[config.mk]
export PLATFORM = sky130hd
export DESIGN_NAME = baro_front
export DESIGN_NICKNAME = d
export VERILOG_FILES = /design/src/sv/baro_pkg.sv /design/src/sv/baro_front.sv
export SDC_FILE = /design/constraint.sdc
export NUM_CORES = 1
export LEC_CHECK = 0
export ABC_AREA = 0
export BUFFER_PORTS_ARGS = -buffer_cell sky130_fd_sc_hd__buf_4
export CAP_MARGIN = 20
export CORE_MARGIN = 4
export CORE_UTILIZATION = 30
export CTS_BUF_LIST = sky130_fd_sc_hd__clkbuf_4 sky130_fd_sc_hd__clkbuf_8
export DETAILED_ROUTE_END_ITERATION = 8
export GPL_TIMING_DRIVEN = 1
export PLACE_DENSITY_LB_ADDON = 0.05
export SLEW_MARGIN = 20
export SYNTH_ARGS = -nofsm -noshare
export SYNTH_HDL_FRONTEND = slang
export SYNTH_SLANG_ARGS = --single-unit
[constraint.sdc]
create_clock -name clock -period 4.1 [get_ports clock]
set_clock_uncertainty 0.2 [all_clocks]
set_input_delay 1.025 -clock clock [delete_from_list [all_inputs] [get_ports clock]]
set_output_delay 1.025 -clock clock [all_outputs]
set_load 0.005 [all_outputs]
[src/sv/baro_pkg.sv]
`default_nettype none
// ----------------------------------------------------------------------------
// Barometric compensation package
// Shared constants, the queue word type and a helper function for the compensation block.
// ----------------------------------------------------------------------------
package baro_pkg;

   localparam int NumCal   = 5;
   localparam int CalIdxW  = 3;
   localparam int FifoDepth = 4;

   localparam logic [CalIdxW-1:0] CAL_AC1_AC2 = 3'd0;
   localparam logic [CalIdxW-1:0] CAL_AC3_AC4 = 3'd1;
   localparam logic [CalIdxW-1:0] CAL_AC5_AC6 = 3'd2;
   localparam logic [CalIdxW-1:0] CAL_B1_B2   = 3'd3;
   localparam logic [CalIdxW-1:0] CAL_MC_MD   = 3'd4;

   // front-end word as queued towards the arithmetic back end
   typedef struct packed {
      logic [15:0] ut;
      logic [23:0] up;
      logic [1:0]  oss;
   } item_type;

   // truncating signed division by 2^n
   function automatic logic signed [31:0] sdiv_pow2(input logic signed [31:0] a,
                                                    input int n);
      logic signed [31:0] bias;
      begin
         bias = a[31] ? ((32'sd1 <<< n) - 32'sd1) : 32'sd0;
         sdiv_pow2 = (a + bias) >>> n;
      end
   endfunction

endpackage
`default_nettype wire

[src/sv/baro_front.sv]
`default_nettype none
// ----------------------------------------------------------------------------
// Front end
// Accepts request words and queues them for the arithmetic back end.
// ----------------------------------------------------------------------------
module baro_front #(
   parameter int Depth = 4
) (
   input  wire logic              clock,
   input  wire logic              reset,
   input  wire logic              in_valid,
   output logic                   in_ready,
   input  wire baro_pkg::item_type in_item,
   output logic                   out_valid,
   input  wire logic              out_ready,
   output baro_pkg::item_type     out_item
);
   import baro_pkg::*;

   localparam int AW = (Depth > 1) ? $clog2(Depth) : 1;

   item_type         mem [Depth];
   logic [AW-1:0]    wr_ff, wr_in, rd_ff, rd_in;
   logic [AW:0]      cnt_ff, cnt_in;
   logic             push, pop;

   assign in_ready  = (cnt_ff != (AW+1)'(Depth));
   assign out_valid = (cnt_ff != '0);
   assign out_item  = mem[rd_ff];
   assign push      = in_valid && in_ready;
   assign pop       = out_valid && out_ready;

   // pointer and count update
   always_comb begin
      wr_in  = push ? ((wr_ff == AW'(Depth-1)) ? '0 : wr_ff + 1'b1) : wr_ff;
      rd_in  = pop  ? ((rd_ff == AW'(Depth-1)) ? '0 : rd_ff + 1'b1) : rd_ff;
      cnt_in = cnt_ff + (AW+1)'(push) - (AW+1)'(pop);
   end

   always_ff @(posedge clock) begin
      if (reset) begin
         wr_ff  <= '0;
         rd_ff  <= '0;
         cnt_ff <= '0;
      end else begin
         wr_ff  <= wr_in;
         rd_ff  <= rd_in;
         cnt_ff <= cnt_in;
      end
   end

   always_ff @(posedge clock) begin
      if (push) begin
         mem[wr_ff] <= in_item;
      end
   end

endmodule
`default_nettype wire

* Word-level counts from Yosys, hierarchy flattened
Memories as Yosys holds them, arrays and structs flattened. A register that Yosys moved wholly into a read port is not among the register bits. Cells that the tools add are included.
Operators by class: multiplexer cells 6, eq/ne operators 3, reduce and logical (&&, ||, !) cells 3, add/subtract/negate cells 4
Operator list (count):
- 2-bit 2-to-1 mux | 4
- 2-bit by 1-bit adder with 2-bit output (second input constant) | 2
- 2-bit equality test (second input constant) | 2
- 3-bit by 1-bit adder with 3-bit output | 1
- 3-bit inequality test (second input constant) | 1
- 3-bit nonzero test | 1
- 3-bit by 1-bit subtractor with 3-bit output | 1
- 1-bit logical AND | 2
- 1-bit 2-to-1 mux | 2
Word-level totals: RAM bits 168, memories kept 1, output and inout port bits 44, input bits 46, bits in registers 7, word-level logic and storage cells 20
Memories:
- mem | depth 4, width 42, read ports 1, clocked after Yosys merged registers in 1, wr ports 1, RTL line baro_front.sv:22 | item_type mem [Depth];

* Longest topological paths before layout
Gate-level depths: netlist of the first run.
depth after elaboration 4, depth in mapped cells 11, mapped depth without buffers 10

* Worst setup path before layout of the first run
OpenSTA, ideal clock, no wires.
path kind in2reg, from input port out_ready, to register cnt_ff[2], setup time 78 ps, arrival 2489 ps, required time 3822 ps, buffers on the path 0, path slack 1334 ps, cell stages on the path 10, cells stage by stage o31ai_1 -> inv_1 -> ha_1 -> inv_1 -> ha_1 -> inv_1 -> fa_1 -> xor2_1 -> and2_2 -> nor3_1
Between the ends: word-level cells in the longest chain between the ends 2
RTL lines:
- from (decl) | RTL line baro_front.sv:15 | input wire logic out_ready,
- 1-bit logical AND | RTL line baro_front.sv:31 | assign pop = out_valid && out_ready;
- 3-bit by 1-bit subtractor with 3-bit output | RTL line baro_front.sv:37 | cnt_in = cnt_ff + (AW+1)'(push) - (AW+1)'(pop);
- to (signal assigned) | RTL line baro_front.sv:48 | cnt_ff <= cnt_in;
- to (decl) | RTL line baro_front.sv:24 | logic [AW:0] cnt_ff, cnt_in;
No other way between the ends. A chain may end at the register's enable or synchronous reset.

==> results.json, run 1 <==
{
  "drive_gt1_share_pct": 46.23,
  "htree_levels": 4,
  "setup_viol": 0,
  "clock-sinks": 177,
  "synth_nets": 323,
  "grt_pass1_vias": 3318,
  "syn_area_sq_mm": 0.006536,
  "hold_violations": 0,
  "clock_path_buffers": 2,
  "post-cts-setup-buffer-count": 0,
  "status": "finished, final reports clean",
  "root_buffer": "clkbuf_8",
  "areaGrowthSynthToFinish_pct": 21.88,
  "cellLeakagePower_nw": 2.663,
  "cp.arrival_ps": 2180,
  "seqPwrFrac_pct": 51.8,
  "initial_core_util_pct": 30.80,
  "start_kind": "flop",
  "max_stage_delay_ps": 650,
  "fin_ws_ps": 698.1,
  "dp_slack_ps": 1068,
  "cp.required_ps": 2870,
  "worst_path_most_repeated_cell": "buf_4",
  "firstDrtPassIters": 4,
  "relSlewSlack_pct": 57.26,
  "worst-path-max-fanout": 21,
  "maxCapViolCount": 0,
  "fp.dieH_microns": 155.6,
  "rows": 53,
  "portBuffers": 89,
  "ys.flop_type": "edfxtp_1",
  "hp-class": "flop to flop",
  "grt_pass1_wl_microns": 19490,
  "numCtsBuffers": 17,
  "io_pins": 90,
  "core_sq_mm": 0.02122,
  "grt_max_degree": 28,
  "crit_path_cell_trace": "buf_4 > mux4_2 > buf_4",
  "post-dp-hpwl_microns": 7798,
  "p_clk_share_pct": 24.7,
  "vias_per_cell": 4.488,
  "grt_antenna_before_repair": 0,
  "synth_warnings": 0,
  "fin_crit_sh_pct": 82.97,
  "grt_overflow_total": 0,
  "ir_worst_vdd_mv": 0.2134,
  "max_slew.worst_pin.slew_ps": 641.1,
  "netSwitchingFraction_pct": 25.91,
  "powerDensity_mw_per_mm2": 563.4,
  "critPathKind": "flop to output port",
  "drc_errors": 0,
  "wl_per_cell_microns": 19.17,
  "nNetsFinal": 426,
  "p_switching_mw": 1.163,
  "die_w_microns": 155.6,
  "avgSynthCellArea_sq_um": 24.30,
  "syn-instance-count": 269,
  "power.internal_mw": 3.326,
  "cts_tree": "done",
  "cts_repair_resize_count": 0,
  "critPathCaptureType": "output port",
  "synth_edf_count": 168,
  "wirelength_microns": 12650,
  "ant_nets": 0,
  "rsz0062_at_grt": "false",
  "drv_slew": 0,
  "synth_cell_types": 28,
  "vias": 2962,
  "synthArstFlopShare_pct": 0,
  "max_freq_mhz": 294.0,
  "ys_seq_area_share_pct": 79.94,
  "clk_pin_slew_worst_paths_ps": 90,
  "worst_path_max_delay_cell": "dfxtp_4",
  "die_area_sq_mm": 0.02421,
  "holdBufCountCts": 0,
  "fin_hold_ws_ps": 293.0,
  "ys_seq_elements": 177,
  "num_antenna_cells": 0,
  "layout_min_cycle_time_ps": 3402,
  "p_comb_share_pct": 23.5,
  "insertion_delay_ps": 440,
  "first_iter_violations": 136,
  "routabilityCongestion": 0.6624,
  "globalRouteTotalUtil_pct": 10.97,
  "fin_setup_tns_ps": 0
}
[area by class of cell]
type	count	area (sq um)
Clock buffer	20	256.5
Clock inverter	12	110.1
Fill cell	1994	13250
Inverter	5	18.77
Multi-Input combinational cell	75	1224
Sequential cell	177	5230
Tap cell	275	344.1
Timing Repair Buffer	96	783.3
[sequential cells by signal (all words and copies together) (netlist names), named ones only]
register  cells
mem         168
cnt_ff        3
rd_ff         2
wr_ff         2
[per-layer routing]
layer  track usage (%)  up-vias  part of all wire, %
met5                 0        -                    0
met2             18.29       65                   51
met4             4.127        0                  1.4
met1             13.35     1552                   42
li1                  -     1333                    -
met3             3.606       12                  5.1
[Yosys cell counts, types with 2 or more instances]
library cell  number  area (sq um)
edfxtp_1         168          5045
mux4_2            42         945.9
buf_2              2         10.01
nor2_1             3         11.26
clkbuf_1           5         18.77
inv_1              5         18.77
buf_4              4         30.03
or3_1              2         12.51
mux2i_1            2         20.02
dfxtp_1            9         180.2
ha_1               7         87.58
and3_2             3         22.52
nand2b_1           2         12.51
[cell usage in the layout, fill, tap and decap left out, drive strengths merged, types with 2 or more instances in the layout]
cell type  count
and3           4
buf           96
clkbuf        20
clkinv         6
clkinvlp       2
dfxtp          9
edfxtp       168
ha             7
inv            8
mux2i          2
mux4          42
nand2          2
nand2b         2
nor2           3
or3            3
[power groups by stage]
stage	Sequential (mW)	Combinational (mW)	Clock, mW
6_report	2.33	1.05	1.11
5_1_grt	2.35	1.16	1.24
4_1_cts	2.34	1.10	1.16
3_5_place_dp	2.38	1.10	0
3_3_place_gp	2.37	1.10	0
2_1_floorplan	2.29	0.615	0
[worst max-delay path, delay by kind of cell, from the launching register on]
family / cells / cell delay (ps)
buffers and inverters: 2 / 510
flip-flops: 1 / 650
multiplexers: 1 / 560
[through the flow]
step                instances  util (%)  area [sq um]  total power, mW
floorplan                 269         -          6536            2.910
global placement          628     35.81          7600            3.473
detailed placement        628     35.81          7600            3.479
CTS                       660     37.54          7966            4.598
global route              660     37.54          7966            4.752
finish                    660     37.54          7966            4.489
[cells by family (layout without fill, tap and decap cells)]
group,after synthesis,count (layout),synth area share (%)
mux,44,44,14.78
xor+xnor,1,1,0.1340
compound gates,4,4,0.4594
flops,177,177,79.94
fa+ha+maj,8,8,1.646
buf+inv,17,133,1.359
simple gates,18,18,1.685
[final timing paths]
| check | endpoint | startpoint | slack, ps | cells after the start |
|---|---|---|---|---|
| max | out_item[21] | flop | 700 | 3 |
| min | flop | rd_ff[0]$_SDFFE_PP0N_ | 290 | 2 |
| max reg2reg | cnt_ff[2]$_SDFF_PP0_ | cnt_ff[1]$_SDFF_PP0_ | 1500 | 10 |
| min reg2reg | flop | rd_ff[0]$_SDFFE_PP0N_ | 290 | 2 |
Power figures use the tool's default switching activity.
==> run 2, diff against run 1 <==
==> constraint.sdc (replaced) <==
create_clock -name clock -period 2.76 [get_ports clock]
set_clock_uncertainty 0.2 [all_clocks]
set_input_delay 0.69 -clock clock [delete_from_list [all_inputs] [get_ports clock]]
set_output_delay 0.69 -clock clock [all_outputs]
set_load 0.005 [all_outputs]
==> run 2 against run 1 <==
  * Die area is the same
  * Core utilization is 1.2 points higher
  * Cell count increased by 1.1%
  * Highest routed layer unchanged
  * Routed wire length is 1.4% higher
  * Critical endpoint is now out_item[18]
  * Sequential power increased by 45%
==> results.json, run 2 (synthesis gave the netlist of run 1 again) <==
{
  "fin_setup_tns_ps": 0,
  "critPathKind": "flop to output port",
  "ir_worst_vdd_mv": 0.3853,
  "fin_hold_ws_ps": 238.8,
  "routabilityCongestion": 0.7269,
  "wl_met1_microns": 5659,
  "initial_core_util_pct": 30.80,
  "place_area_sq_mm": 0.007600,
  "powerDensity_mw_per_mm2": 870.1,
  "hold_violations": 0,
  "rows": 53,
  "critPathCaptureType": "output port",
  "core_sq_mm": 0.02122,
  "grt_pass1_vias": 3219,
  "largest_register_ff_count": 168,
  "status": "finished, final reports clean",
  "start_kind": "flop",
  "drc_errors": 0,
  "num_antenna_cells": 0,
  "drive_gt1_share_pct": 48.21,
  "r2r_slack_ps": 200,
  "hp-start": "in_item[9]",
  "fp.dieH_microns": 155.6,
  "grt_pass1_wl_microns": 19020,
  "rsz0062_at_grt": "true",
  "clock-sinks": 177,
  "clock_path_buffers": 2,
  "placed_cells": 633,
  "worst-path-max-fanout": 12,
  "vias": 2963,
  "io_pins": 90,
  "wl_per_cell_microns": 19.24,
  "firstDrtPassIters": 4,
  "cp.arrival_ps": 1780,
  "vias_per_cell": 4.442,
  "reg2reg_depth": 10,
  "first_iter_violations": 146,
  "cellLeakagePower_nw": 2.778,
  "numCtsBuffers": 17,
  "holdBufCountCts": 0,
  "dp_slack_ps": 59.93,
  "root_buffer": "clkbuf_8",
  "max_slew.worst_pin.slew_ps": 400.3,
  "grt_antenna_before_repair": 0,
  "top_regs": "mem x168, cnt_ff x3",
  "power_mw": 7.150,
  "grt_overflow_total": 0,
  "utilization_pct": 38.73,
  "layout_min_cycle_time_ps": 2671,
  "top_layer": "met4",
  "hp-class": "primary input to flop",
  "clk_pin_slew_worst_paths_ps": 100,
  "layout.cells.non_filler": 667,
  "setup_viol": 0,
  "die_area_sq_mm": 0.02421,
  "final_common_cell": "edfxtp_1",
  "reg2reg_to": "cnt_ff[2]$_SDFF_PP0_",
  "portBuffers": 89,
  "fill_cells": 1979,
  "wl_met2_microns": 6417,
  "post-dp-hpwl_microns": 7631,
  "cp.required_ps": 1870,
  "htree_levels": 4,
  "ant_nets": 0,
  "relSlewSlack_pct": 73.31,
  "nNetsFinal": 433,
  "min_to": "mem[1][9]$_DFFE_PP_",
  "wl_met3_microns": 638,
  "insertion_delay_ps": 440,
  "die_w_microns": 155.6,
  "globalRouteTotalUtil_pct": 10.79,
  "hold_depth": 1,
  "fin_ws_ps": 89.33,
  "mostFrequentLayoutCells": "edfxtp_1 (168), buf_4 (63), mux4_2 (42), buf_6 (36), clkbuf_8 (17)",
  "cts_tree": "done",
  "max_freq_mhz": 374.4,
  "fin_area_sq_mm": 0.008218,
  "drv_slew": 0,
  "areaGrowthSynthToFinish_pct": 25.73,
  "reg2reg_from": "cnt_ff[1]$_SDFF_PP0_",
  "grt_max_degree": 25,
  "fin_crit_sh_pct": 96.76,
  "wirelength_microns": 12830,
  "regMostFlops": "mem",
  "maxCapViolCount": 0
}
run 2: how the worst max path moves through the flow:
stage	from	endpoint	slack [ps]	cells past startpoint
after floorplan	cnt_ff[1]$_SDFF_PP0_	cnt_ff[2]$_SDFF_PP0_	300	11
after global placement	out_ready	cnt_ff[2]$_SDFF_PP0_	120	11
after detailed placement	out_ready	cnt_ff[2]$_SDFF_PP0_	60	11
after global routing	flop	out_item[35]	-40	3
final	flop	out_item[18]	90	3
after CTS	flop	out_item[33]	5	3
run 2: layout make-up:
cell class	count	area (sq um)	area share, %
inverter	5	18.77	0.2284
multi-input combinational	75	1231	14.98
sequential	177	5230	63.64
tap	275	344.1	4.187
clock buffer	18	241.5	2.938
timing repair buffer	103	975.9	11.88
clock inverter	14	176.4	2.147
run 2: routing by layer:
metal / vias to the layer above / GRT usage [%]
li1: 1349 / -
met3: 6 / 3.967
met2: 62 / 17.18
met4: 0 / 3.752
met5: - / 0
met1: 1546 / 13.72
run 2: where the power goes:
part | total (mW) | leakage, nW | switching [mW] | internal, mW
clock network | 1.85 | 0.208 | 0.933 | 0.920
registers | 3.39 | 1.61 | 0.102 | 3.29
logic | 1.91 | 0.956 | 0.795 | 1.11
total | 7.15 | 2.78 | 1.83 | 5.32
run 2: repair_timing:
| action | 4_1_cts | 5_1_grt |
|---|---|---|
| buffers inserted | 0 | 0 |
| setup endpoints to repair | 0 | 24 |
| gates resized for setup | 0 | 39 |
run 2: critical path, stage by stage, from the launching register on:
cell,delay (ps)
dfxtp_4,450
clkbuf_16,230
mux4_2,530
buf_6,130
==> run 3, diff against run 2 <==
--- a/config.mk
+++ b/config.mk
@@ -12,8 +12,9 @@
 export CORE_UTILIZATION = 30
 export CTS_BUF_LIST = sky130_fd_sc_hd__clkbuf_4 sky130_fd_sc_hd__clkbuf_8
 export DETAILED_ROUTE_END_ITERATION = 8
-export GPL_TIMING_DRIVEN = 1
+export GPL_TIMING_DRIVEN = 0
 export PLACE_DENSITY_LB_ADDON = 0.05
+export SETUP_SLACK_MARGIN = 0.3
 export SLEW_MARGIN = 20
 export SYNTH_ARGS = -nofsm -noshare
 export SYNTH_HDL_FRONTEND = slang
==> run 3 against run 2 <==
  * Setup slack better by 14 ps
  * Core utilization increased by 1.3 points
  * Power grew 3.7%
  * Sequential share of layout area is 1.9 points lower
  * Flip-flop and latch count is the same
  * Cell area is 3.3% higher
  * Global-route usage grew 0.084 points
  * Combinational power grew 17%
  * Cell count grew 1.5%
  * Critical path type unchanged
==> results.json, run 3 (synthesis gave the netlist of run 1 again) <==
{
  "drc_errors": 0,
  "clk_pin_slew_worst_paths_ps": 100,
  "fin_ws_ps": 102.8,
  "num_antenna_cells": 0,
  "relSlewSlack_pct": 50.16,
  "initial_core_util_pct": 30.80,
  "wl_per_cell_microns": 19.20,
  "clock_path_buffers": 2,
  "crit_path_cell_trace": "buf_12 > buf_12 > mux4_2 > buf_6",
  "critPathCaptureType": "output port",
  "post-dp-hpwl_microns": 7441,
  "critPathKind": "flop to output port",
  "clock-sinks": 177,
  "rows": 53,
  "insertion_delay_ps": 430,
  "max_stage_delay_ps": 540,
  "areaGrowthSynthToFinish_pct": 29.90,
  "fill_cells": 1954,
  "grt_pass1_wl_microns": 19180,
  "max_freq_mhz": 376.3,
  "maxCapViolCount": 0,
  "portBuffers": 88,
  "cts_tree": "done",
  "drive_gt1_share_pct": 50.50,
  "cp.required_ps": 1870,
  "top_regs": "mem x168, cnt_ff x3",
  "max_slew.worst_pin.slew_ps": 747.6,
  "htree_levels": 4,
  "utilization_pct": 40.01,
  "firstDrtPassIters": 6,
  "hold_violations": 0,
  "largest_register_ff_count": 168,
  "mostFrequentLayoutCells": "edfxtp_1 (168), buf_4 (51), buf_6 (45), mux4_2 (42), clkbuf_8 (17)",
  "layout.cells.non_filler": 677,
  "worst_path_max_delay_cell": "mux4_2",
  "core_sq_mm": 0.02122,
  "io_pins": 90,
  "holdBufCountCts": 0,
  "vias": 3019,
  "final_common_cell": "edfxtp_1",
  "start_kind": "flop",
  "cellLeakagePower_nw": 2.848,
  "multi_input_area_sq_mm": 0.001299,
  "nNetsFinal": 444,
  "grt_pass1_vias": 3270,
  "status": "finished, final reports clean",
  "hp-class": "primary input to flop",
  "powerDensity_mw_per_mm2": 873.7,
  "cp.arrival_ps": 1770,
  "fin_crit_sh_pct": 96.27,
  "rsz0062_at_grt": "true",
  "drv_slew": 0,
  "grt_antenna_before_repair": 0,
  "layout_min_cycle_time_ps": 2657,
  "dp_slack_ps": 75.41,
  "die_area_sq_mm": 0.02421,
  "worst_path_most_repeated_cell": "buf_12",
  "globalRouteTotalUtil_pct": 10.88,
  "grt_max_degree": 43,
  "setup_viol": 0,
  "ir_worst_vdd_mv": 0.2871,
  "first_iter_violations": 121,
  "ant_nets": 0,
  "placed_cells": 633,
  "root_buffer": "clkbuf_8",
  "regMostFlops": "mem",
  "seqCellArea_sq_mm": 0.005240,
  "numCtsBuffers": 17,
  "worst-path-max-fanout": 5,
  "vias_per_cell": 4.459,
  "grt_overflow_total": 0,
  "routabilityCongestion": 0.6405,
  "die_w_microns": 155.6,
  "fp.dieH_microns": 155.6,
  "wirelength_microns": 13000
}
## run 3: cell types whose count changed in the layout (fill, tap and decap cells not counted), moves of 3 or more
cell	change
and3_2	-4
and3_4	+4
buf_12	+5
buf_4	-12
buf_6	+9
clkbuf_4	+3
clkinv_1	+3
dfxtp_4	+3
## run 3: worst paths after layout
kind	slack (ps)	cells after the start	start	to
hold reg to reg	290	2	rd_ff[0]$_SDFFE_PP0N_	flop
setup reg to reg	390	11	cnt_ff[2]$_SDFF_PP0_	cnt_ff[2]$_SDFF_PP0_
hold / removal	240	1	in_item[3]	mem[3][3]$_DFFE_PP_
setup / recovery	100	4	flop	out_item[12]
## run 3: area by class of cell
type | count | area share, %
inverter | 5 | 0.2210
tap | 275 | 4.052
clock buffer | 17 | 2.756
timing repair buffer | 102 | 12.26
multi-input combinational | 75 | 15.30
buffer | 12 | 1.768
sequential | 177 | 61.72
clock inverter | 14 | 1.930
## run 3: timing repair
item | in CTS | in global routing
endpoints found under the hold margin | 0 | 0
cloned | 1 | 4
setup endpoints to repair | 43 | 44
pin swaps | 6 | 4
setup buffers | 5 | 3
resized for setup | 49 | 42
## run 3: per-layer routing
| metal | up-vias | routed length [microns] | GRT usage, % |
|---|---|---|---|
| met5 | - | 0 | 0 |
| met4 | 0 | 129 | 4.002 |
| met3 | 9 | 759 | 4.050 |
| met2 | 70 | 6885 | 18.70 |
| met1 | 1578 | 5224 | 12.47 |
| li1 | 1362 | - | - |
## run 3: stage by stage
step	hold slack (ps)	instance area (sq um)	power, mW	setup TNS, ps
finish	240.0	8491	7.418	0
global route	197.3	8491	7.816	0
CTS	201.6	8205	7.229	0
detailed placement	291.9	7577	5.162	0
global placement	289.1	7541	5.136	-31550
floorplan	263.4	6536	4.323	0
## run 3: power by group
| group | internal (mW) | switching (mW) |
|---|---|---|
| clock | 0.889 | 0.906 |
| sequential | 3.30 | 0.0817 |
| combinational | 1.35 | 0.895 |
## run 3: worst max-delay path: cells and delay by family (launching register included)
kind	cells	cell delay [ps]
buf+inv	3	410
flops	1	380
mux	1	540
